### config.mk
export PLATFORM = sky130hd
export DESIGN_NAME = vrgu_front
export DESIGN_NICKNAME = d
export VERILOG_FILES = /design/src/rtl/core/voxel_raycast_grid_update_defines.svh /design/src/rtl/core/vrgu_pkg.sv /design/src/rtl/core/vrgu_front.sv
export SDC_FILE = /design/constraint.sdc
export NUM_CORES = 1
export LEC_CHECK = 0
export ABC_AREA = 1
export CAP_MARGIN = 30
export CELL_PAD_IN_SITES_DETAIL_PLACEMENT = 2
export CELL_PAD_IN_SITES_GLOBAL_PLACEMENT = 2
export CORE_MARGIN = 2
export CORE_UTILIZATION = 40
export CTS_BUF_LIST = sky130_fd_sc_hd__clkbuf_16
export DETAILED_ROUTE_END_ITERATION = 16
export DONT_BUFFER_PORTS = 1
export PLACE_DENSITY_LB_ADDON = 0.1
export SLEW_MARGIN = 30
export SYNTH_ARGS = -nofsm -noshare
export SYNTH_HDL_FRONTEND = slang
export SYNTH_SLANG_ARGS = --single-unit
### constraint.sdc
create_clock -name clk -period 25.4 [get_ports clk]
set_input_delay 5.08 -clock clk [delete_from_list [all_inputs] [get_ports clk]]
set_output_delay 5.08 -clock clk [all_outputs]
set_load 0.03 [all_outputs]
### src/rtl/core/voxel_raycast_grid_update_defines.svh
// Assertion macros shared by the voxel ray-cast grid RTL.
// Included by the modules that carry concurrent assertions; no dependencies.
`ifndef VOXEL_RAYCAST_GRID_UPDATE_DEFINES_SVH
`define VOXEL_RAYCAST_GRID_UPDATE_DEFINES_SVH

`ifndef SYNTHESIS
`define VRGU_ASSERT_IMPL(name, clk, rst, ante, cons, msg) \
  name: assert property (@(posedge clk) disable iff (rst) (ante) |-> (cons)) else $error(msg);
`define VRGU_ASSERT_NEXT(name, clk, rst, ante, cons, msg) \
  name: assert property (@(posedge clk) disable iff (rst) (ante) |=> (cons)) else $error(msg);
`else
`define VRGU_ASSERT_IMPL(name, clk, rst, ante, cons, msg)
`define VRGU_ASSERT_NEXT(name, clk, rst, ante, cons, msg)
`endif

`endif

### src/rtl/core/vrgu_pkg.sv
// Shared types, constants and helper functions for the voxel ray-cast grid.
// No dependencies; imported by the front, back and top-level modules.
package vrgu_pkg;

  localparam int CS      = 8;   // signed walk coordinate, covers -1 .. 64
  localparam int DW      = 6;   // absolute delta per axis, at most 63
  localparam int KW      = 7;   // steps taken per axis, at most 64
  localparam int MW      = 15;  // squared distances
  localparam int MAX_RES = 40;  // result cap per cast
  localparam int NW      = 6;   // result counter

  localparam logic [1:0] CELL_UNKNOWN = 2'd0;
  localparam logic [1:0] CELL_FREE    = 2'd1;
  localparam logic [1:0] CELL_OCC     = 2'd2;

  localparam logic [1:0] REG_SENSOR_X = 2'd0;
  localparam logic [1:0] REG_SENSOR_Y = 2'd1;
  localparam logic [1:0] REG_SENSOR_Z = 2'd2;

  typedef enum logic [1:0] {
    OP_MARK   = 2'd0,
    OP_REJECT = 2'd1,
    OP_CAST   = 2'd2
  } op_t;

  typedef logic signed [CS-1:0] coord_t;

  typedef struct packed {
    op_t             op;
    coord_t          sx;
    coord_t          sy;
    coord_t          sz;
    coord_t          ex;
    coord_t          ey;
    coord_t          ez;
    logic [2:0]      neg;   // step direction per axis, bit 0 is x
    logic [DW-1:0]   ax;
    logic [DW-1:0]   ay;
    logic [DW-1:0]   az;
    logic [MW-1:0]   maxd;
  } item_t;

  typedef struct packed {
    logic       freed;
    logic [3:0] x;
    logic [3:0] y;
    logic [2:0] z;
    logic       oor;
  } result_t;

  // True when the crossing (ka+1)/aa comes strictly before (kb+1)/ab.
  // A zero delta never crosses.
  function automatic logic earlier(input logic [KW-1:0] ka, input logic [DW-1:0] aa,
                                   input logic [KW-1:0] kb, input logic [DW-1:0] ab);
    logic [KW+DW:0] pa;
    logic [KW+DW:0] pb;
    logic           res;
    pa = (KW+DW+1)'({1'b0, ka} + (KW+1)'(1)) * (KW+DW+1)'(ab);
    pb = (KW+DW+1)'({1'b0, kb} + (KW+1)'(1)) * (KW+DW+1)'(aa);
    priority if (aa == '0) begin
      res = 1'b0;
    end else if (ab == '0) begin
      res = 1'b1;
    end else begin
      res = pa < pb;
    end
    return res;
  endfunction

endpackage

### src/rtl/core/vrgu_front.sv
// Front part: sensor registers, input acceptance and request classification.
// Depends on vrgu_pkg.
module vrgu_front #(
  parameter int GRID_X = 16,
  parameter int GRID_Y = 16,
  parameter int GRID_Z = 8
) (
  input  logic           clk,
  input  logic           rst,
  input  logic           cfg_valid,
  output logic           cfg_ready,
  input  logic [1:0]     cfg_index,
  input  logic [9:0]     cfg_data,
  input  logic           s_tvalid,
  output logic           s_tready,
  input  logic [31:0]    s_tdata,   // end_x, end_y, end_z, zero fill
  input  logic           s_tuser,   // kind
  input  logic           clearing,
  input  logic           q_full,
  output logic           q_push,
  output vrgu_pkg::item_t q_item
);
  import vrgu_pkg::*;

  logic signed [9:0]  sens_x;
  logic signed [9:0]  sens_y;
  logic signed [9:0]  sens_z;
  logic signed [9:0]  end_x;
  logic signed [9:0]  end_y;
  logic signed [9:0]  end_z;
  logic signed [10:0] dx;
  logic signed [10:0] dy;
  logic signed [10:0] dz;
  logic [10:0]        mx;
  logic [10:0]        my;
  logic [10:0]        mz;
  logic               s_in;
  logic               e_in;

  function automatic logic in_grid(input logic signed [9:0] x, input logic signed [9:0] y,
                                   input logic signed [9:0] z);
    return (x >= 0) && (int'(x) < GRID_X) && (y >= 0) && (int'(y) < GRID_Y) &&
           (z >= 0) && (int'(z) < GRID_Z);
  endfunction

  assign cfg_ready = 1'b1;

  always_ff @(posedge clk) begin
    if (rst) begin
      sens_x <= '0;
      sens_y <= '0;
      sens_z <= '0;
    end else if (cfg_valid) begin
      unique case (cfg_index)
        REG_SENSOR_X: sens_x <= cfg_data;
        REG_SENSOR_Y: sens_y <= cfg_data;
        REG_SENSOR_Z: sens_z <= cfg_data;
        default: ;
      endcase
    end
  end

  assign end_x = s_tdata[9:0];
  assign end_y = s_tdata[19:10];
  assign end_z = s_tdata[29:20];

  assign s_in = in_grid(sens_x, sens_y, sens_z);
  assign e_in = in_grid(end_x, end_y, end_z);

  assign dx = 11'(end_x) - 11'(sens_x);
  assign dy = 11'(end_y) - 11'(sens_y);
  assign dz = 11'(end_z) - 11'(sens_z);
  assign mx = dx[10] ? 11'(-dx) : 11'(dx);
  assign my = dy[10] ? 11'(-dy) : 11'(dy);
  assign mz = dz[10] ? 11'(-dz) : 11'(dz);

  always_comb begin
    q_item.sx   = sens_x[CS-1:0];
    q_item.sy   = sens_y[CS-1:0];
    q_item.sz   = sens_z[CS-1:0];
    q_item.ex   = end_x[CS-1:0];
    q_item.ey   = end_y[CS-1:0];
    q_item.ez   = end_z[CS-1:0];
    q_item.neg  = {dz[10], dy[10], dx[10]};
    q_item.ax   = mx[DW-1:0];
    q_item.ay   = my[DW-1:0];
    q_item.az   = mz[DW-1:0];
    q_item.maxd = MW'(mx[DW-1:0]) * MW'(mx[DW-1:0]) + MW'(my[DW-1:0]) * MW'(my[DW-1:0]) +
                  MW'(mz[DW-1:0]) * MW'(mz[DW-1:0]);
    if (!s_tuser) begin
      q_item.op = e_in ? OP_MARK : OP_REJECT;
    end else begin
      q_item.op = (s_in && e_in) ? OP_CAST : OP_REJECT;
    end
  end

  assign s_tready = !q_full && !clearing;
  assign q_push   = s_tvalid && s_tready;

endmodule

### Yosys cells after proc, flatten, opt, wreduce, memory -nomap -nowiden

Cells that the tools add are included.

| word-level totals | value |
|---|---|
| input port bits | 51 |
| latch bits | 0 |
| bits in writable memories | 0 |
| output and inout bits | 89 |
| bits in registers | 30 |
| ROM bits | 0 |
| memories kept | 0 |

| cells by class | value |
|---|---|
| equality and inequality tests | 2 |
| add/subtract/negate cells | 8 |
| shifts and indexed selects | 0 |
| magnitude comparators | 12 |
| bitwise operators | 0 |
| mux-type cells | 6 |
| multipliers | 3 |
| reduce and logical (&&, ||, !) cells | 19 |
| divide/modulo/power cells | 0 |

Operators with widths:

| cell | count |
|---|---|
| $ge A10 B1 Y1 const B | 6 |
| $lt A10 B6 Y1 const B | 4 |
| $mul A6 B6 Y12 | 3 |
| $sub A10 B10 Y11 | 3 |
| $lt A10 B5 Y1 const B | 2 |
| $mux W6 | 3 |
| $neg A6 Y6 | 3 |
| $add A13 B12 Y14 | 1 |
| $add A12 B12 Y13 | 1 |
| $logic_and A1 B1 Y1 | 13 |
| $reduce_and A2 Y1 | 3 |
| $mux W2 | 2 |
| $eq A2 B1 Y1 const B | 1 |
| $eq A2 B2 Y1 const B | 1 |
| $logic_not A1 Y1 | 2 |
| $logic_not A2 Y1 | 1 |
| $mux W1 | 1 |

### Logic depth before layout (Yosys ltp)

Gate-level depths: netlist of run 1.

| depth | value |
|---|---|
| depth after elaboration | 9 |
| mapped depth | 36 |
| gate-level depth less buffers | 36 |

### Least setup slack after synthesis of run 1

No wires, ideal clock.

| timing path | value |
|---|---|
| kind | input port to output port |
| start point | in s_tdata[10] |
| end point | out q_item[10] (netlist bit) |
| data arrival time | 11.620 ns |
| stages | 31 |
| path slack | 8.700 ns |
| data required time | 20.320 ns |
| path through | inv_1 -> ha_1 -> fa_1 -> ha_1 -> inv_1 -> nor2_1 -> nand3_1 -> nand2_1 -> nand2_1 -> inv_1 -> nor2_2 -> nor2_4 -> nand2_1 -> fa_1 -> fa_1 -> inv_1 -> fa_1 -> inv_1 -> fa_1 -> inv_1 -> fa_1 -> inv_1 -> fa_1 -> inv_1 -> ha_1 -> a21oi_1 -> o21ai_0 -> a21oi_1 -> nor2_1 -> nor2_1 -> xnor2_1 |

RTL lines:

| item | line | RTL |
|---|---|---|
| start: declaration | vrgu_front.sv:16 | `input logic [31:0] s_tdata,` |
| end: declaration | vrgu_front.sv:21 | `output vrgu_pkg::item_t q_item` |

==> results of run 1 <==
## layout make-up
class	count	area, µm²
Fill cell	1859	9000
Sequential cell	30	601
Tap cell	211	264
Clock buffer	5	125
Clock inverter	3	41.3
Multi-Input combinational cell	596	4540
Inverter	197	747
## registers in the layout, indices dropped and copies added, names as in the netlist
register	count
sens_z	10
sens_x	10
sens_y	10
## per-layer routing
metal	vias to the layer above	track usage [%]	routed length (µm)
li1	2572	-	-
met1	2644	26.5	7530
met2	116	47.2	10300
met3	23	4.00	884
met4	0	5.12	313
met5	-	0	0
## cell families (layout without fill, tap and decap cells)
logic type,Yosys count,count (layout)
adder cells (fa/ha/maj),132,132
other,2,2
XOR/XNOR,15,15
flip-flops,30,30
AND/OR/NAND/NOR,386,386
buffers and inverters,255,205
AO/OA/AOI/OAI,61,61
## stage by stage
stage               util (%)  std cells  hold WS, ns  cell area [µm²]
floorplan                  -        881        0.457             6300
global placement        40.1       1034        0.484             6150
detailed placement      40.1       1034        0.503             6150
CTS                     41.2       1042        0.514             6310
global route            41.2       1042        0.541             6310
finish                  41.2       1042        0.511             6310
## how the worst max path moves through the flow
stage	endpoint	start
4_1_cts	q_item[10]	s_tdata[20]
3_3_place_gp	q_item[10]	s_tdata[10]
5_1_grt	q_item[10]	s_tdata[10]
3_5_place_dp	q_item[10]	s_tdata[20]
6_report	q_item[10]	s_tdata[20]
2_1_floorplan	q_item[10]	s_tdata[10]
## worst max-delay path: cells and delay by family
family,cells,cell delay [ns]
buffers and inverters,8,0.47
AND/OR/NAND/NOR,8,0.99
AO/OA/AOI/OAI,4,1.02
XOR/XNOR,1,0.55
adder cells (fa/ha/maj),9,4.12
## placed cells by master, fill, tap and decap left out, types with 18 or more instances in the layout
cell type	Yosys	final
inv_1	183	184
nand2_1	170	170
nor2_1	83	83
ha_1	69	69
fa_1	63	63
nand3_1	58	58
dfxtp_1	30	30
a211oi_1	28	28
nand2_2	20	20
a21oi_1	18	18
==> flow_summary.json, run 1 <==
{
  "syn2layout_area_growth_pct": 0.278,
  "ff2ff_path_depth": 2,
  "antenna_found_initial": 0,
  "r2r-end": "sens_x[1]",
  "worst_slack_ns": 8.06,
  "worstMarginPinSlew_ns": 0.954,
  "fin_crit_sh_pct": 68.2,
  "die_width_um": 129,
  "die_h_um": 129,
  "hold_class": "register to register",
  "hold_depth": 2,
  "min_period_ns": 17.34,
  "grt.total_usage_pct": 23.9,
  "drc_errors": 0,
  "hold_start": "sens_x[8]",
  "drtAntennaViolNets": 0,
  "synth_fp_nets": 1064,
  "fmax_ghz": 0.0577,
  "start_util_pct": 41.1,
  "yosys.area.top_type": "fa_1",
  "avgViaCountPerCell": 5.14,
  "cts-buffers-inserted": 5,
  "synth_edf_count": 0,
  "clockBufferDepth": 2,
  "clk_pin_slew_ns": 0.05,
  "hold_end": "sens_x[8]",
  "root_buffer": "clkbuf_16",
  "netlist_top_cells_count": "inv_1, nand2_1, nor2_1",
  "yosysSeqAreaShare_pct": 9.54,
  "rsz0062_at_grt": "no",
  "r2r_start": "sens_x[1]",
  "status": "finished clean",
  "synth.most_common_cell": "inv_1",
  "path_max_fanout": 10,
  "path_class": "primary input to output pin",
  "setup_viol": 0,
  "ys_async_sr_fraction_pct": 0,
  "cts_resized": 0,
  "hold_viol": 0,
  "diodes": 0,
  "max_cap_viol_count": 0,
  "synthMuxAreaShare_pct": 0,
  "avgSynthCellArea_um2": 7.15,
  "firstDrtPassIters": 4,
  "yosys.area_share.xor_xnor_pct": 2.09,
  "grt_max_degree": 31,
  "holdBufCountCts": 0,
  "io_pins": 140,
  "routedWlPerCell_um": 18.3,
  "synthAdderAreaFrac_pct": 33.7,
  "syn_inst": 881,
  "arrival_ns": 12.26,
  "nNetsFinal": 1013,
  "core-area_um2": 15300,
  "slew_violations": 0,
  "grt_first_pass_wirelength_um": 31300,
  "pre_cts_slack_ns": 8.02,
  "synth_compound_area_share_pct": 6.66,
  "slowest_stage": "fa_1",
  "dp_hpwl_um": 17000,
  "drive_above_1_share_pct": 8.90,
  "row_count": 45,
  "cp-start-kind": "primary input",
  "reg2reg_slack_ns": 24.35,
  "setup_tns_ns": 0,
  "synthesis.area_um2": 6300,
  "end_kind": "output pin",
  "yosys_most_used_dff": "dfxtp_1",
  "yosys_warnings": 0,
  "slew_headroom_pct": 36.3,
  "grt_remaining_overflow": 0,
  "drt_wl_total_um": 19100,
  "max_stage_delay_ns": 0.57,
  "vias": 5355,
  "port_buffers": 0,
  "h-tree-depth": 2,
  "clock_latency_ns": 0.28,
  "post_cts_buffers": 0,
  "synth-seq-cells": 30,
  "cts_tree": "built",
  "cts.sinks": 30,
  "synth_area_leaders": "fa_1, ha_1, inv_1, nand2_1, dfxtp_1",
  "synth_top_family_by_area": "adder cells",
  "first_global_vias": 6191,
  "synth.top_cell.area_share_pct": 20.0,
  "required_ns": 20.32,
  "gp_congestion": 0.839,
  "synth-simple-area-share_pct": 29.4,
  "first_iter_violations": 105,
  "fin_skew_ns": 0,
  "cp_common_cell": "inv_1",
  "synth_cell_types": 40,
  "fp.dieArea_um2": 16800
}
Power of run 1 is not shown: default switching activity piles up to over one toggle a cycle in this logic, so the estimate is an artifact.
==> inputs of run 2 (changes only) <==
--- a/config.mk
+++ b/config.mk
@@ -10,7 +10,7 @@
 export CELL_PAD_IN_SITES_DETAIL_PLACEMENT = 2
 export CELL_PAD_IN_SITES_GLOBAL_PLACEMENT = 2
 export CORE_MARGIN = 2
-export CORE_UTILIZATION = 40
+export CORE_UTILIZATION = 37
 export CTS_BUF_LIST = sky130_fd_sc_hd__clkbuf_16
 export DETAILED_ROUTE_END_ITERATION = 16
 export DONT_BUFFER_PORTS = 1
==> constraint.sdc (replaced) <==
create_clock -name clk -period 17.6 [get_ports clk]
set_input_delay 3.52 -clock clk [delete_from_list [all_inputs] [get_ports clk]]
set_output_delay 3.52 -clock clk [all_outputs]
set_load 0.03 [all_outputs]
==> run 2 against run 1 <==
Global-route usage decreased by 2.0 points. Wire length decreased by 0.48%. First-iteration DRC count decreased by 4.8%. Via count decreased by 1.1%. Final area decreased by 0.28%. Clock-buffer cell count unchanged.
==> flow_summary.json, run 2 (synthesis gave the netlist of run 1 again) <==
{
  "final_area_um2": 6300,
  "slowest_stage": "fa_1",
  "cp.depth": 30,
  "fillCellCount": 2029,
  "fp.dieArea_um2": 18100,
  "holdBufCountCts": 0,
  "fin_crit_sh_pct": 81.0,
  "fmax_ghz": 0.0701,
  "grt_first_pass_wirelength_um": 31600,
  "grt.total_usage_pct": 21.9,
  "path_buf_inv": 8,
  "holdWs_ns": 0.513,
  "fin_skew_ns": 0,
  "clockBufferDepth": 2,
  "die_h_um": 134,
  "path_delay_family": "adder cells",
  "regArea_um2": 601,
  "first_global_vias": 6095,
  "setup_viol": 0,
  "cp-start-kind": "primary input",
  "clk_pin_slew_ns": 0.05,
  "path_max_fanout": 10,
  "place_area_um2": 6160,
  "dp_hpwl_um": 17000,
  "core-area_um2": 16600,
  "post_cts_buffers": 0,
  "status": "finished clean",
  "firstDrtPassIters": 5,
  "ff2ff_path_depth": 2,
  "io_pins": 140,
  "hold_depth": 2,
  "path_class": "primary input to output pin",
  "hold_viol": 0,
  "min_period_ns": 14.26,
  "final_common_cell": "inv_1",
  "drtAntennaViolNets": 0,
  "drt_wl_total_um": 19000,
  "worstMarginPinSlew_ns": 0.982,
  "antenna_found_initial": 0,
  "utilization_pct": 38.0,
  "drive_above_1_share_pct": 8.78,
  "port_buffers": 0,
  "cts-buffers-inserted": 5,
  "clock_latency_ns": 0.27,
  "end_kind": "output pin",
  "cts.sinks": 30,
  "h-tree-depth": 2,
  "largestRegisters": "sens_x x10, sens_y x10, sens_z x10",
  "start_util_pct": 38.0,
  "grt_max_degree": 31,
  "multi_input_area_um2": 4540,
  "syn2layout_area_growth_pct": 0,
  "slew_violations": 0,
  "cp_common_cell": "inv_1",
  "max_cap_viol_count": 0,
  "die_width_um": 134,
  "row_count": 47,
  "final_cell_mix": "inv_1, nand2_1, nor2_1, ha_1, fa_1",
  "cts_tree": "built",
  "rsz0062_at_grt": "no",
  "grt_remaining_overflow": 0,
  "hold_class": "register to register",
  "gp_congestion": 0.817,
  "arrival_ns": 10.74,
  "cts_resized": 0,
  "avgViaCountPerCell": 5.04,
  "drc_errors": 0,
  "diodes": 0,
  "max_stage_delay_ns": 0.58,
  "vias": 5297,
  "nNetsFinal": 1013,
  "first_iter_violations": 100,
  "slew_headroom_pct": 34.4,
  "setup_tns_ns": 0,
  "routedWlPerCell_um": 18.0,
  "root_buffer": "clkbuf_16",
  "required_ns": 14.08
}
[run 2: cell types whose count changed in the layout (fill, tap and decap cells not counted), sizes merged]
cell      delta
bufinv       -1
clkinv       +2
clkinvlp     -1
[run 2: worst paths after layout]
kind | to | slack, ns | start
min | sens_y[8] | 0.51 | sens_y[8]
min reg2reg | sens_y[8] | 0.51 | sens_y[8]
max reg2reg | sens_x[1] | 16.51 | sens_x[1]
max | q_item[10] | 3.34 | s_tdata[20]
[run 2: area by class of cell]
class / instances / area share, %
Multi-Input combinational cell: 596 / 72.0
Inverter: 197 / 11.9
Sequential cell: 30 / 9.54
Tap cell: 220 / 4.37
Clock buffer: 5 / 1.99
Clock inverter: 3 / 0.199
[run 2: worst reg2reg max path: cells and delay by family, from the launching register on]
kind	cells	cell delay (ns)
AOI/OAI and AO/OA	1	0.24
buffers and inverters	1	0.16
DFF	1	0.61
[run 2: stage by stage]
step	cells	setup slack (ns)
after floorplan	881	4.02
after global placement	1043	3.45
after detailed placement	1043	3.27
after CTS	1051	3.27
after global routing	1051	2.88
final	1051	3.34
[run 2: metal layers]
layer | vias to the layer above | share of wire, % | track usage (%)
met5 | - | 0 | 0
met3 | 10 | 4.9 | 3.90
li1 | 2583 | - | -
met2 | 98 | 54 | 42.5
met4 | 0 | 0.56 | 2.28
met1 | 2606 | 41 | 25.8
Power of run 2 is left out for the same reason.
==> inputs of run 3 (changes only) <==
==> constraint.sdc (replaced) <==
create_clock -name clk -period 13.34 [get_ports clk]
set_input_delay 2.668 -clock clk [delete_from_list [all_inputs] [get_ports clk]]
set_output_delay 2.668 -clock clk [all_outputs]
set_load 0.03 [all_outputs]
==> run 3 against run 2 <==
Worst hold slack got worse by 0.0044 ns. Non-clock buffer count up 1. Sequential cell count unchanged. Global-route usage hardly changed. Setup slack got worse by 2.6 ns. Die area did not move. Cell count about the same. Critical path type unchanged. Wire length is 0.29% higher. Final area up 0.12%.
==> flow_summary.json, run 3 (synthesis gave the netlist of run 1 again) <==
{
  "cts.sinks": 30,
  "final_cell_mix": "inv_1, nand2_1, nor2_1, ha_1, fa_1",
  "ff2ff_path_depth": 2,
  "grt_max_degree": 31,
  "cts_tree": "built",
  "cp_common_cell": "inv_1",
  "clockBufferDepth": 2,
  "slew_headroom_pct": 34.5,
  "nNetsFinal": 1014,
  "drt_wl_total_um": 19000,
  "startpoint": "s_tdata[10]",
  "slew_violations": 0,
  "drtAntennaViolNets": 0,
  "max_stage_delay_ns": 0.61,
  "largestRegisters": "sens_x x10, sens_y x10, sens_z x10",
  "final_area_um2": 6300,
  "firstDrtPassIters": 4,
  "path_max_fanout": 6,
  "arrival_ns": 9.90,
  "h-tree-depth": 2,
  "final_common_cell": "inv_1",
  "fin_skew_ns": 0,
  "r2r-end": "sens_x[1]",
  "utilization_pct": 38.0,
  "first_iter_violations": 114,
  "routedWlPerCell_um": 18.1,
  "post_cts_buffers": 0,
  "io_pins": 140,
  "required_ns": 10.67,
  "rsz0062_at_grt": "no",
  "port_buffers": 0,
  "cts-buffers-inserted": 5,
  "die_h_um": 134,
  "syn2layout_area_growth_pct": 0.119,
  "cp-endpoint": "q_item[10]",
  "clock_latency_ns": 0.28,
  "drive_above_1_share_pct": 8.89,
  "drc_errors": 0,
  "holdWs_ns": 0.508,
  "grt.total_usage_pct": 21.9,
  "hold_class": "register to register",
  "antenna_found_initial": 0,
  "cp-start-kind": "primary input",
  "hold_viol": 0,
  "worstMarginPinSlew_ns": 0.980,
  "cts_resized": 0,
  "slowest_stage": "fa_1",
  "min_period_ns": 12.56,
  "dp_hpwl_um": 17100,
  "die_width_um": 134,
  "cp.depth": 31,
  "avgViaCountPerCell": 5.07,
  "path_delay_family": "adder cells",
  "start_util_pct": 38.0,
  "diodes": 0,
  "vias": 5336,
  "status": "finished clean",
  "end_kind": "output pin",
  "max_cap_viol_count": 0,
  "reg2reg_slack_ns": 12.24,
  "grt_remaining_overflow": 0,
  "clk_pin_slew_ns": 0.05,
  "first_global_vias": 6119,
  "path_class": "primary input to output pin",
  "setup_viol": 0,
  "holdBufCountCts": 0,
  "fmax_ghz": 0.0796,
  "row_count": 47,
  "place_area_um2": 6170,
  "fin_crit_sh_pct": 94.2,
  "root_buffer": "clkbuf_16",
  "setup_tns_ns": 0,
  "fp.dieArea_um2": 18100,
  "r2r_start": "sens_x[1]",
  "path_buf_inv": 8,
  "gp_congestion": 0.813,
  "grt_first_pass_wirelength_um": 31500,
  "core-area_um2": 16600
}
-- run 3: cell count changes in the layout (fill, tap and decap cells not counted), sizes merged --
cell / before / now
buf: 0 / 1
-- run 3: layer usage --
layer | part of all wire (%) | GRT usage (%)
met1 | 40 | 25.1
met2 | 54 | 42.6
met3 | 5.3 | 4.47
met4 | 0.69 | 3.04
met5 | 0 | 0
-- run 3: worst min-delay path by stage --
stage / start / endpoint / depth (start not counted)
finish: sens_x[9] / sens_x[9] / 2
global route: sens_z[8] / sens_z[8] / 2
CTS: sens_x[9] / sens_x[9] / 2
detailed placement: sens_x[9] / sens_x[9] / 2
global placement: sens_z[8] / sens_z[8] / 2
floorplan: sens_x[9] / sens_x[9] / 2
-- run 3: metrics by stage --
stage	instances	worst slack, ns
floorplan	881	1.46
global placement	1044	0.904
detailed placement	1044	0.711
CTS	1052	0.676
global route	1052	0.300
finish	1052	0.777
-- run 3: worst min-delay path, stage by stage, from the launching register on --
cell and delay, ns:
dfxtp_1 0.31, inv_1 0.08, a211oi_1 0.07
-- run 3: final cells by class --
type                            count  area, µm²
Clock buffer                        5        125
Clock inverter                      3       12.5
Sequential cell                    30        601
Multi-Input combinational cell    596       4540
Inverter                          197        747
Fill cell                        2005      10300
Timing Repair Buffer                1       7.51
Tap cell                          220        275
Power of run 3 is left out for the same reason.
