`src/rtl/core/voxel_raycast_grid_update_defines.svh`:
```
// Assertion macros shared by the voxel ray-cast grid RTL.
// Included by the modules that carry concurrent assertions; no dependencies.
`ifndef VOXEL_RAYCAST_GRID_UPDATE_DEFINES_SVH
`define VOXEL_RAYCAST_GRID_UPDATE_DEFINES_SVH

`ifndef SYNTHESIS
`define VRGU_ASSERT_IMPL(name, clk, rst, ante, cons, msg) \
  name: assert property (@(posedge clk) disable iff (rst) (ante) |-> (cons)) else $error(msg);
`define VRGU_ASSERT_NEXT(name, clk, rst, ante, cons, msg) \
  name: assert property (@(posedge clk) disable iff (rst) (ante) |=> (cons)) else $error(msg);
`else
`define VRGU_ASSERT_IMPL(name, clk, rst, ante, cons, msg)
`define VRGU_ASSERT_NEXT(name, clk, rst, ante, cons, msg)
`endif

`endif

```
`src/rtl/core/vrgu_fifo.sv`:
```
// Small request queue between the front and back parts of the grid block.
// No dependencies.
module vrgu_fifo #(
  parameter int WIDTH = 8,
  parameter int DEPTH = 2
) (
  input  logic             clk,
  input  logic             rst,
  input  logic             push,
  input  logic [WIDTH-1:0] din,
  output logic             full,
  input  logic             pop,
  output logic [WIDTH-1:0] dout,
  output logic             empty
);

  localparam int PW = (DEPTH > 1) ? $clog2(DEPTH) : 1;
  localparam int CW = $clog2(DEPTH + 1);

  logic [WIDTH-1:0] slots [DEPTH];
  logic [PW-1:0]    wptr;
  logic [PW-1:0]    rptr;
  logic [CW-1:0]    count;

  assign full  = count == CW'(DEPTH);
  assign empty = count == '0;
  assign dout  = slots[rptr];

  always_ff @(posedge clk) begin
    if (push) begin
      slots[wptr] <= din;
    end
  end

  always_ff @(posedge clk) begin
    if (rst) begin
      wptr  <= '0;
      rptr  <= '0;
      count <= '0;
    end else begin
      if (push) begin
        wptr <= (wptr == PW'(DEPTH - 1)) ? '0 : wptr + 1'b1;
      end
      if (pop) begin
        rptr <= (rptr == PW'(DEPTH - 1)) ? '0 : rptr + 1'b1;
      end
      if (push && !pop) begin
        count <= count + 1'b1;
      end else if (pop && !push) begin
        count <= count - 1'b1;
      end
    end
  end

endmodule

```
`config.mk`:
```
export PLATFORM = sky130hd
export DESIGN_NAME = vrgu_fifo
export DESIGN_NICKNAME = d
export VERILOG_FILES = /design/src/rtl/core/voxel_raycast_grid_update_defines.svh /design/src/rtl/core/vrgu_fifo.sv
export SDC_FILE = /design/constraint.sdc
export NUM_CORES = 1
export LEC_CHECK = 0
export ABC_AREA = 1
export BUFFER_PORTS_ARGS = -buffer_cell sky130_fd_sc_hd__buf_2
export CAP_MARGIN = 5
export CORE_MARGIN = 3
export CORE_UTILIZATION = 44
export DETAILED_ROUTE_END_ITERATION = 6
export PLACE_DENSITY = 0.75
export REMOVE_ABC_BUFFERS = 1
export SYNTH_ARGS = -nofsm -noshare
export SYNTH_HDL_FRONTEND = slang
export SYNTH_SLANG_ARGS = --single-unit
```
`constraint.sdc`:
```
create_clock -name clk -period 1 [get_ports clk]
set_input_delay 0.1 -clock clk [delete_from_list [all_inputs] [get_ports clk]]
set_output_delay 0.1 -clock clk [all_outputs]
set_load 0.005 [all_outputs]
```
## Yosys cells after proc, flatten, opt, wreduce, memory -nomap -nowiden

Memory sizes are Yosys's and may differ from the RTL's. A register that Yosys moved wholly into a read port is not among the register bits.
Index checks and enable logic that the tools add are counted.

| cells by class | value |
|---|---|
| $add $sub $neg | 4 |
| $mul | 0 |
| div/mod/pow operators | 0 |
| magnitude comparators | 0 |
| equal/unequal tests | 1 |
| shift-type cells | 0 |
| multiplexer cells | 8 |
| bitwise gates (word level) | 0 |
| reductions and logical operators | 6 |

Operators with widths:

| operator | count |
|---|---|
| $mux 1 | 6 |
| $mux 2 | 2 |
| $add 1x1->1 const B | 2 |
| $add 2x1->2 const B | 1 |
| $eq 2x2->1 const B | 1 |
| $logic_and 1x1->1 | 2 |
| $logic_not 1->1 | 2 |
| $logic_not 2->1 | 1 |
| $reduce_bool 2->1 | 1 |
| $sub 2x1->2 const B | 1 |

| word-level totals | value |
|---|---|
| bits in registers | 4 |
| latch bits | 0 |
| RAM bits | 16 |
| ROM bits | 0 |
| input bits | 12 |
| output and inout port bits | 10 |
| logic and storage cells | 23 |
| memories kept | 1 |

Memory list:

| name | depth | width | read ports | clocked after memory_dff | write ports | line | source |
|---|---|---|---|---|---|---|---|
| slots | 2 | 8 | 1 | 1 | 1 | vrgu_fifo.sv:20 | `logic [WIDTH-1:0] slots [DEPTH];` |

## Logic depth before layout (Yosys ltp)

Gate-level depths: netlist (run 1).

| depth | value |
|---|---|
| depth after elaboration | 4 |
| gate-level depth with buffers | 8 |
| mapped depth without buffers | 8 |

## Worst setup path before layout (run 1)

No wires, ideal clock.

| timing | value |
|---|---|
| kind | register to register |
| start point | reg wptr |
| end point | mem slots[0][0], enable pin |
| library setup time | 370 ps |
| arrival | 687 ps |
| data required time | 630 ps |
| path slack | -58 ps |
| stages on the path, launching flop included | 2 |
| buffers on the path | 0 |
| period minus slack after synthesis | 1058 ps |
| cells stage by stage | dfxtp_1 -> nor2_1 |

RTL lines:

| what | line | source |
|---|---|---|
| from (decl) | vrgu_fifo.sv:21 | `logic [PW-1:0] wptr;` |
| from (signal assigned) | vrgu_fifo.sv:42 | `wptr <= (wptr == PW'(DEPTH - 1)) ? '0 : wptr + 1'b1;` |
| to (decl) | vrgu_fifo.sv:20 |  |

Straight into the memory's write port.

==> summary.md, run 1 <==
| Metric | Value |
|---|---|
| Stages on worst setup path | 3 |
| NumNets Final | 110 |
| Synthesized flop and latch total | 21 |
| Area share of the largest cell type after synthesis | 0.593 |
| Reg2reg end | slots[1][6]$_DFFE_PP_ |
| PnR worst setup slack | -0.301 ns |
| Vias per cell | 4.33 |
| Ys async rst share | 0 |
| Slew Limit Fails | 0 |
| Register clock-pin slew on the reported worst setup and hold paths | 0.11 ns |
| Worst path cell trace | buf_6 -> mux2_4 -> buf_6 |
| Total Wirelength | 1310 um |
| Mapped Area | 811 um2 |
| Clk Tree Root Cell | clkbuf_4 |
| Die height | 48.9 um |
| Io pins | 22 |
| Floorplan row count | 14 |
| Worst rel slew slack | 0.877 |
| CTS tree | yes |
| Final ANT Viol Nets | 0 |
| Initial DRC Count | 16 |
| Hold WC Path Type | in2reg |
| Maximum vdd drop | 777 uV |
| Synth top area cells | edfxtp_1, dfxtp_1, mux2_2 |
| Fin util | 0.730 |
| Critical path's slowest cell | dfxtp_2 |
| Post-synthesis cell count | 58 |
| Num CTS Buffers | 3 |
| Crit path launch type | flip-flop |
| Core ar. | roughly 1600 um2 |
| Most frequent cell after synthesis | edfxtp_1 |
| DRC viols | 0 |
| First drt pass iteration count | 4 |
| Synth unique cells | 16 |
| Final setup violation count | 9 |
| Most used cell, CP | buf_6 |
| PortBufs | 21 |
| Number of synthesized flops with an enable pin | 16 |
| Die ar. | 2390 um2 |
| Final Hold Fails | 0 |
| Failing checks | setup timing |
| Outcome | finished, violations left |
| Static Leak | approximately 0.51 nW |
| Grt ovf | 0 |
| Synth cell count leaders | edfxtp_1, inv_1, mux2_2, nor2_1, dfxtp_1 |
| Vias | 519 |
| PwrDens | 1480 nW/um2 |
| Global-route wire length before repair | 2380 um |
| Clock buffer depth | 2 |
| Share of layout cells above drive strength 1 | 0.469 |
| DPL Wire Length | 929 um |
| Clk_lat worst skew | approximately 0.29 ns |
| Diodes inserted | 0 |
| Area grow syn2layout | 45.1% |
| Reg2reg setup slack | 0.07 ns |
| Main flop type after synthesis | edfxtp_1 |
| Critical Path AT | 1.20 ns |
| Fin crit period | between 1 and 1.5 ns |
| RSZ-0062 raised after global routing | true |
| Post-CTS setup buffers | 0 |
| CP max stage delay | 0.35 ns |
| Final Skew | 0.00169 ns |
| Placer Congestion | 0.657 |
| Vias in the first global route | 589 |
| GRT Overall Usage | 0.130 |
| CTS Sinks | 21 |
| Seq/Total Area, Yosys | 0.716 |
| Initial Util | 0.503 |
| Initial antenna violation count | 0 |
| Setup CP Type | reg2out |
| Critical R2R Launch | wptr$_SDFFE_PP0P_ |
| Fmax | 769 MHz |
| Yosys warns | 0 |
| Largest net degree at the start of global routing | 12 |
| Worst path buffer plus inverter count | 2 |
| Crit Path Max Fanout | 6 |
| Syn avg cell area | 14.0 um2 |
| Routed WL per cell | 10.9 um |
| Max H-tree Level | 1 |
| Die width | a little under 50 um |
| Hold wc startpoint | pop |
| Final period util | 1.30 |
| Worst Tran Pin Value | between 0.15 and 0.2 ns |
| CP required | 0.90 ns |
| Hold Path Depth | 3 |
| Max-cap violations | 0 |
| Path depth of the worst reg2reg path | 3 |
| Biggest area consumer among synthesized cells | edfxtp_1 |
| Setup TNS | -2.42 ns |
| CP Capture Type | output port |
| Family with the most delay on the worst path | flip-flops |
-- cells in the final DEF (no fill, tap or decap) --
| cell type | Yosys | final |
|---|---|---|
| xnor2_1 | 1 | 1 |
| mux2_2 | 8 | 2 |
| dfxtp_1 | 5 | 2 |
| dfxtp_4 | 0 | 1 |
| dfxtp_2 | 0 | 2 |
| edfxtp_1 | 16 | 16 |
| buf_4 | 0 | 3 |
| buf_6 | 1 | 7 |
| a21oi_1 | 1 | 1 |
| dlygate4sd3_1 | 0 | 9 |
| o21ai_0 | 1 | 1 |
| clkbuf_1 | 0 | 1 |
| buf_12 | 0 | 1 |
| mux2_4 | 0 | 6 |
| ha_1 | 1 | 1 |
| nand2_1 | 4 | 4 |
| clkbuf_4 | 0 | 3 |
| nor3_1 | 1 | 1 |
| inv_2 | 1 | 2 |
| nand3_1 | 1 | 1 |
| nand4_1 | 1 | 1 |
| nor2_2 | 0 | 2 |
| nor2_1 | 7 | 5 |
| nand2_2 | 1 | 1 |
| buf_2 | 0 | 15 |
| inv_1 | 8 | 7 |
-- layout make-up --
type | count | area [um2]
clock buffers | 4 | 26.3
fillers | 120 | 435
inverters | 9 | 33.8
multi-input cells | 27 | 213
flip-flops and latches | 21 | 587
well taps | 24 | 30.0
repair buffers | 35 | 287
-- registers in the layout, summed over array words and instances, names as in the netlist, named ones only --
signal,flops
count,2
rptr,1
slots,16
wptr,1
-- where the power goes --
part / internal [mW] / switching [mW] / leakage (nW)
Combinational: 0.200 / 0.123 / 0.303
Clock: 0.155 / 0.238 / 0.0150
Sequential: 1.00 / 0.0269 / 0.193
Total: 1.35 / 0.387 / 0.511
-- worst register-to-register path, stage by stage (launching register included) --
cell and delay (ns):
dfxtp_1 0.39, nand2_1 0.06, inv_1 0.09, buf_12 0.13
-- cell families (layout without fill, tap and decap cells) --
family	Yosys count	count (layout)	synth area share
AOI/OAI and AO/OA	2	2	0.0123
buffers and inverters	10	48	0.0556
xor gates and xnor gates	1	1	0.0108
and+or+nand+nor	15	15	0.0787
DFF	21	21	0.716
adders and majority gates	1	1	0.0154
muxes	8	8	0.111
-- how the worst max path moves through the flow --
stage,startpoint,to,slack (ns)
after CTS,flip-flop,dout[1],-0.32
after detailed placement,flip-flop,dout[1],-0.02
after global placement,flip-flop,dout[7],-0.01
final,flip-flop,dout[0],-0.30
after global routing,flip-flop,dout[7],-0.37
after floorplan,wptr$_SDFFE_PP0P_,slots[0][0]$_DFFE_PP_,-0.06
-- repair_timing --
action                                  4_1_cts  5_1_grt
hold endpoints to repair                     19        0
pin swaps                                     0        1
hold buffers                                  9        0
endpoints found under the setup margin        9       16
resized for setup                            16        4
gates cloned                                  0        0
-- metrics by stage --
| stage | power (mW) | area, um2 | setup slack (ns) | instances | hold WS [ns] |
|---|---|---|---|---|---|
| finish | 1.74 | 1180 | -0.301 | 120 | 0.0901 |
| global route | 1.83 | 1180 | -0.367 | 120 | 0.113 |
| CTS | 1.76 | 1170 | -0.320 | 120 | 0.0798 |
| detailed placement | 1.28 | 985 | -0.0226 | 107 | 0.293 |
| global placement | 1.27 | 985 | -0.0124 | 107 | 0.290 |
| floorplan | 1.16 | 800 | -0.0579 | 57 | 0.172 |
-- metal layers --
metal,global-route usage,vias to the layer above,part of all wire
met5,0,-,0
met4,0.0853,0,0.0084
met3,0.0336,2,0.040
met2,0.233,13,0.51
met1,0.133,231,0.44
li1,-,273,-
Note: power is estimated with default switching activity, not from simulation.
==> run 2, diff against run 1 <==
--- a/config.mk
+++ b/config.mk
@@ -13,6 +13,7 @@
 export DETAILED_ROUTE_END_ITERATION = 6
 export PLACE_DENSITY = 0.75
 export REMOVE_ABC_BUFFERS = 1
+export SKIP_LAST_GASP = 1
 export SYNTH_ARGS = -nofsm -noshare
 export SYNTH_HDL_FRONTEND = slang
 export SYNTH_SLANG_ARGS = --single-unit
==> run 2 against run 1 <==
Compared with the run above: the run still ends with setup timing left; via count is 1.3% higher; cell count stayed put; total power hardly changed; global-route usage stayed put; sequential share of layout area stayed put; worst setup slack hardly changed; register-to-register slack hardly changed; clock power hardly changed; hold slack hardly changed; maximum frequency hardly changed.
==> summary.md, run 2 (synthesis gave the netlist of run 1 again) <==
| Metric | Value |
|---|---|
| Comb pwr share | 0.185 (about the same) |
| Maximum vdd drop | 777 uV (about the same) |
| Stages on worst setup path | 3 (unchanged) |
| Worst path cell trace | buf_6 -> mux2_4 -> buf_6 |
| First drt pass iteration count | 4 (unchanged) |
| Critical path's slowest cell | dfxtp_2 |
| Io pins | 22 (unchanged) |
| Max-cap violations | 0 (unchanged) |
| Commonest non-fill, non-tap cell in the layout | edfxtp_1 |
| # fillers | 120 (unchanged) |
| Clock buffer depth | 2 (unchanged) |
| Crit Path Max Fanout | 6 (unchanged) |
| Top Registers | slots x16, count x2 |
| Total Wirelength | 1310 um (+0.38%) |
| Final Power | 1.74 mW (about the same) |
| Hold_ws | 0.0902 ns (+0.0000911 ns) |
| Post-CTS setup buffers | 0 (unchanged) |
| Placer Congestion | 0.657 (unchanged) |
| Global-route wire length before repair | 2380 um (unchanged) |
| CP Capture Type | output port |
| Pre-CTS WS | -0.0226 ns (unchanged) |
| NumNets Final | 110 (unchanged) |
| Initial antenna violation count | 0 (unchanged) |
| Reg2reg setup slack | 0.07 ns (about the same) |
| Sw Pwr | 0.387 mW (-0.24%) |
| CP max stage delay | 0.35 ns (about the same) |
| DRC viols | 0 (unchanged) |
| Family with the most delay on the worst path | flip-flops |
| Die ar. | 2390 um2 (unchanged) |
| Clock Power Share | 0.225 (about the same) |
| Static Leak | 0.512 nW (about the same) |
| Fin util | 0.730 (unchanged) |
| Most frequent cells in the layout | edfxtp_1, buf_2, dlygate4sd3_1, inv_1, buf_6 |
| Setup crit end | dout[0] |
| Final period util | 1.30 (about the same) |
| Diodes inserted | 0 (unchanged) |
| Die width | 48.9 um (unchanged) |
| GRT Overall Usage | 0.130 (unchanged) |
| Clk Tree Root Cell | clkbuf_4 |
| Pint | 1.35 mW (about the same) |
| Vias | 526 (+1.3%) |
| Max H-tree Level | 1 (unchanged) |
| Register with the most flip-flops | slots |
| CTS Sinks | 21 (unchanged) |
| Routed WL per cell | 10.9 um (+0.38%) |
| Worst path buffer plus inverter count | 2 (unchanged) |
| Largest register FFs | 16 (unchanged) |
| Initial Util | 0.503 (unchanged) |
| Crit path launch type | flip-flop |
| DP Area | 985 um2 (unchanged) |
| Sequential Area | 587 um2 (unchanged) |
| Hold Path Depth | 3 (unchanged) |
| Reg2reg end | slots[1][6]$_DFFE_PP_ |
| Final ANT Viol Nets | 0 (unchanged) |
| Failing checks | setup timing |
| Worst Tran Pin Value | 0.183 ns (-0.0000106 ns) |
| Hold WC Path Type | in2reg |
| Most used cell, CP | buf_6 |
| Outcome | finished, violations left |
| PnR worst setup slack | -0.301 ns (+0.0000790 ns) |
| Setup CP Type | reg2out |
| Initial DRC Count | 13 (-3) |
| Grt ovf | 0 (unchanged) |
| Sequential power share | 0.589 (about the same) |
| Final setup violation count | 9 (unchanged) |
| Final Hold Fails | 0 (unchanged) |
| Register clock-pin slew on the reported worst setup and hold paths | 0.11 ns (about the same) |
| Vias per cell | 4.38 (+1.3%) |
| Die height | 48.9 um (unchanged) |
| Critical R2R Launch | wptr$_SDFFE_PP0P_ |
| Switching share of power | 0.222 (-0.000372) |
| Slew Limit Fails | 0 (unchanged) |
| Floorplan row count | 14 (unchanged) |
| Clk_lat worst skew | 0.29 ns (about the same) |
| RSZ-0062 raised after global routing | true |
| Fin crit period | 1.30 ns (-0.0000790 ns) |
| Worst rel slew slack | 0.877 (about the same) |
| Largest net degree at the start of global routing | 12 (unchanged) |
| Final Skew | 0.00196 ns (+0.000274 ns) |
| PwrDens | 1480 nW/um2 (about the same) |
| Core ar. | 1610 um2 (unchanged) |
| Vias in the first global route | 589 (unchanged) |
| Path depth of the worst reg2reg path | 3 (unchanged) |
| CTS tree | yes |
| Fmax | 769 MHz (about the same) |
| CP required | 0.90 ns (about the same) |
| Area taken by multi-input logic gates | 213 um2 (unchanged) |
| Critical Path AT | 1.20 ns (about the same) |
| PortBufs | 21 (unchanged) |
| Num CTS Buffers | 3 (unchanged) |
| DPL Wire Length | 929 um (unchanged) |
| Fin area | 1180 um2 (unchanged) |
| Share of layout cells above drive strength 1 | 0.458 (-0.0104) |
| Area grow syn2layout | 45.1% (unchanged) |
==> run 2: cell counts in the layout (fill, tap and decap cells not counted) <==
No cell type changed its count.
==> run 2: worst min path at each step <==
stage | from | to | slack (ns)
after global placement | din[6] | slots[1][6]$_DFFE_PP_ | 0.29
after CTS | pop | flip-flop | 0.08
final | pop | flip-flop | 0.09
after detailed placement | din[3] | slots[1][3]$_DFFE_PP_ | 0.29
after floorplan | rst | flip-flop | 0.17
after global routing | push | wptr$_SDFFE_PP0P_ | 0.11
==> run 2: cell type report <==
class,instances,area share
flip-flops and latches,21,0.499
clock buffers,4,0.0223
inverters,9,0.0287
repair buffers,35,0.244
multi-input cells,27,0.181
well taps,24,0.0255
==> run 2: per-layer routing <==
metal / up-vias / GRT usage / part of all wire
li1: 273 / - / -
met1: 238 / 0.133 / 0.43
met2: 13 / 0.233 / 0.52
met3: 2 / 0.0336 / 0.040
met4: 0 / 0.0853 / 0.0084
met5: - / 0 / 0
==> run 2: repair_timing <==
item / CTS / global route
endpoints found under the setup margin: 9 / 16
gates resized for setup: 15 / 4
hold endpoints to repair: 19 / 0
hold buffers: 9 / 0
==> run 2: through the flow <==
| step | cells | TNS, ns |
|---|---|---|
| after floorplan | 57 | -0.463 |
| after global placement | 107 | -0.0389 |
| after detailed placement | 107 | -0.106 |
| after CTS | 120 | -2.55 |
| after global routing | 120 | -2.98 |
| final | 120 | -2.44 |
==> run 2: worst register-to-register path, stage by stage, from the launching register on <==
cell,delay (ns)
dfxtp_1,0.39
nand2_1,0.06
inv_1,0.09
buf_12,0.13
==> run 2: power by group through the flow <==
stage | combinational, mW | clock (mW) | sequential, mW
finish | 0.323 | 0.392 | 1.03
CTS | 0.325 | 0.409 | 1.02
global placement | 0.236 | 0 | 1.04
global route | 0.355 | 0.444 | 1.03
floorplan | 0.116 | 0 | 1.04
detailed placement | 0.243 | 0 | 1.04
==> run 3, diff against run 2 <==
--- a/config.mk
+++ b/config.mk
@@ -8,8 +8,10 @@
 export ABC_AREA = 1
 export BUFFER_PORTS_ARGS = -buffer_cell sky130_fd_sc_hd__buf_2
 export CAP_MARGIN = 5
+export CELL_PAD_IN_SITES_DETAIL_PLACEMENT = 0
+export CELL_PAD_IN_SITES_GLOBAL_PLACEMENT = 1
 export CORE_MARGIN = 3
-export CORE_UTILIZATION = 44
+export CORE_UTILIZATION = 35
 export DETAILED_ROUTE_END_ITERATION = 6
 export PLACE_DENSITY = 0.75
 export REMOVE_ABC_BUFFERS = 1
==> run 3 against run 2 <==
Compared with the run above: clock power decreased by 2%; wire length increased by 7.2%; utilization decreased by 16 points; total power increased by 0.62%; worst setup slack improved by 0.0074 ns; largest cell class unchanged; sequential cell count unchanged; first-iteration DRC count decreased by 77%; the run still ends with setup timing left; via count decreased by 3.2%; clock skew increased by 0.0045 ns.
==> summary.md, run 3 (synthesis gave the netlist of run 1 again) <==
| Metric | Value |
|---|---|
| Fmax | 773 MHz (+0.57%) |
| Switching share of power | 0.223 (+0.000710) |
| Setup TNS | -2.32 ns (+0.119 ns) |
| Outcome | finished, violations left |
| Initial DRC Count | 3 (-10) |
| Highest routed metal layer | met4 |
| Routed wl met3 | 79 um (+52%) |
| Hold Path Depth | 3 (unchanged) |
| Vias | 509 (-3.2%) |
| Post-Layout Cell Count | 124 (+3.3%) |
| Largest net degree at the start of global routing | 13 (+1) |
| CTS tree | yes |
| Reg2reg setup slack | 0.06 ns (about the same) |
| Final Skew | 0.00650 ns (+0.00453 ns) |
| Global-route wire length before repair | 2270 um (-4.6%) |
| Vias in the first global route | 534 (-9.3%) |
| Vias per cell | 4.10 (-6.4%) |
| DRC viols | 0 (unchanged) |
| Grt ovf | 0 (unchanged) |
| Placed cells | 111 (+3.7%) |
| PnR worst setup slack | -0.293 ns (+0.00741 ns) |
| Path depth of the worst reg2reg path | 3 (unchanged) |
| Final Power | 1.75 mW (+0.62%) |
| Clock buffer depth | 2 (unchanged) |
| Die ar. | 2930 um2 (+22%) |
| Area grow syn2layout | 47.4% |
| Final period util | 1.29 (-0.00741) |
| Crit Path Max Fanout | 4 (-2) |
| NumNets Final | 111 (+0.91%) |
| Register with the most flip-flops | slots |
| Clock Power Share | 0.220 (-0.005) |
| Io pins | 22 (unchanged) |
| Fin crit period | 1.29 ns (-0.00741 ns) |
| Maximum vdd drop | 910 uV (+17%) |
| Hold_ws | 0.0788 ns (-0.0114 ns) |
| Register clock-pin slew on the reported worst setup and hold paths | 0.11 ns (about the same) |
| PortBufs | 21 (unchanged) |
| Worst Hold End | rptr$_SDFFE_PP0P_ |
| DP Area | 983 um2 (-0.13%) |
| Final ANT Viol Nets | 0 (unchanged) |
| Worst Tran Pin Value | 0.190 ns (+0.00682 ns) |
| Reg2reg end | slots[1][6]$_DFFE_PP_ |
| Largest register FFs | 16 (unchanged) |
| Hold wc startpoint | pop |
| Diodes inserted | 0 (unchanged) |
| Clk Tree Root Cell | clkbuf_4 |
| Num CTS Buffers | 3 (unchanged) |
| Critical Path AT | 1.19 ns (about the same) |
| Routed WL per cell | 11.3 um (+3.7%) |
| Die width | 54.1 um (+11%) |
| Static Leak | 0.528 nW (+3.2%) |
| Slew Limit Fails | 0 (unchanged) |
| Comb pwr share | 0.194 (+0.009) |
| Clk_lat worst skew | 0.29 ns (about the same) |
| Initial antenna violation count | 0 (unchanged) |
| Setup CP Type | reg2out |
| Fin area | 1190 um2 (+1.6%) |
| Failing checks | setup timing |
| Max H-tree Level | 1 (unchanged) |
| Critical R2R Launch | wptr$_SDFFE_PP0P_ |
| Sw Pwr | 0.390 mW (+0.94%) |
| CP required | 0.90 ns (about the same) |
| RSZ-0062 raised after global routing | true |
| Floorplan row count | 16 (+2) |
| Crit path launch type | flip-flop |
| Worst rel slew slack | 0.872 (-0.00458) |
| DPL Wire Length | 1000 um (+8.2%) |
| CP Capture Type | output port |
| Final Hold Fails | 0 (unchanged) |
| Hold WC Path Type | in2reg |
| WL met2 | 709 um (+3.5%) |
| CTS Sinks | 21 (unchanged) |
| Placer Congestion | 0.632 (-3.8%) |
| Commonest non-fill, non-tap cell in the layout | edfxtp_1 |
| Core ar. | 2080 um2 (+29%) |
| Die height | 54.1 um (+11%) |
| Most frequent cells in the layout | edfxtp_1, buf_2, buf_6, dlygate4sd3_1, mux2_4 |
| Final setup violation count | 8 (-1) |
| Top Registers | slots x16, count x2 |
| Pint | 1.36 mW (+0.53%) |
| Share of layout cells above drive strength 1 | 0.474 (+0.0159) |
| Total Wirelength | 1400 um (+7.2%) |
| PwrDens | 1470 nW/um2 (-0.96%) |
| Wire length on met1 | 602 um (+7.3%) |
| Max-cap violations | 0 (unchanged) |
| GRT Overall Usage | 0.113 (-0.0173) |
| First drt pass iteration count | 2 (-2) |
| Sequential power share | 0.586 (-0.003) |
| Initial Util | 0.389 (-0.114) |
## run 3: changes by cell type in the layout (fill, tap and decap cells not counted), sizes merged
cell / previous run / this run
buf: 26 / 27
clkinv: 0 / 1
clkbuf: 4 / 3
## run 3: timing repair
item                                    in CTS  in global routing
endpoints found under the setup margin       9                 10
endpoints found under the hold margin       18                  0
pin swaps                                    0                  0
buffers inserted                             0                  0
hold buffers                                 9                  0
gates resized for setup                     20                  3
## run 3: routing by layer
| layer | GRT usage | vias up |
|---|---|---|
| met5 | 0 | - |
| met4 | 0.0622 | 0 |
| met3 | 0.0332 | 2 |
| met2 | 0.191 | 13 |
| met1 | 0.126 | 220 |
| li1 | - | 274 |
## run 3: worst max-delay path by stage
stage / end / from
floorplan: slots[0][0]$_DFFE_PP_ / wptr$_SDFFE_PP0P_
global placement: dout[2] / flip-flop
detailed placement: dout[4] / flip-flop
CTS: dout[4] / flip-flop
global route: dout[4] / flip-flop
finish: dout[3] / flip-flop
## run 3: worst max-delay path: stages (launching register included)
cell and delay (ns):
dfxtp_2 0.36, buf_6 0.12, mux2_4 0.30, buf_6 0.12
## run 3: cell type report
cell class                 count  area [um2]
clock buffer                   3        22.5
tap                           27        33.8
fill                         165         887
sequential                    21         584
timing repair buffer          36         298
inverter                       9        33.8
clock inverter                 1        5.00
multi-input combinational     27         218
## run 3: through the flow
stage | worst slack [ns] | util
CTS | -0.316 | 0.572
detailed placement | 0.000743 | 0.472
global route | -0.359 | 0.574
global placement | 0.000628 | 0.472
finish | -0.293 | 0.574
floorplan | -0.0579 | -
## run 3: power groups by stage
stage               Clock, mW  Combinational [mW]  Sequential, mW
global route            0.450               0.377            1.03
global placement            0               0.236            1.04
finish                  0.385               0.340            1.03
floorplan                   0               0.116            1.04
CTS                     0.412               0.341            1.02
detailed placement          0               0.239            1.04
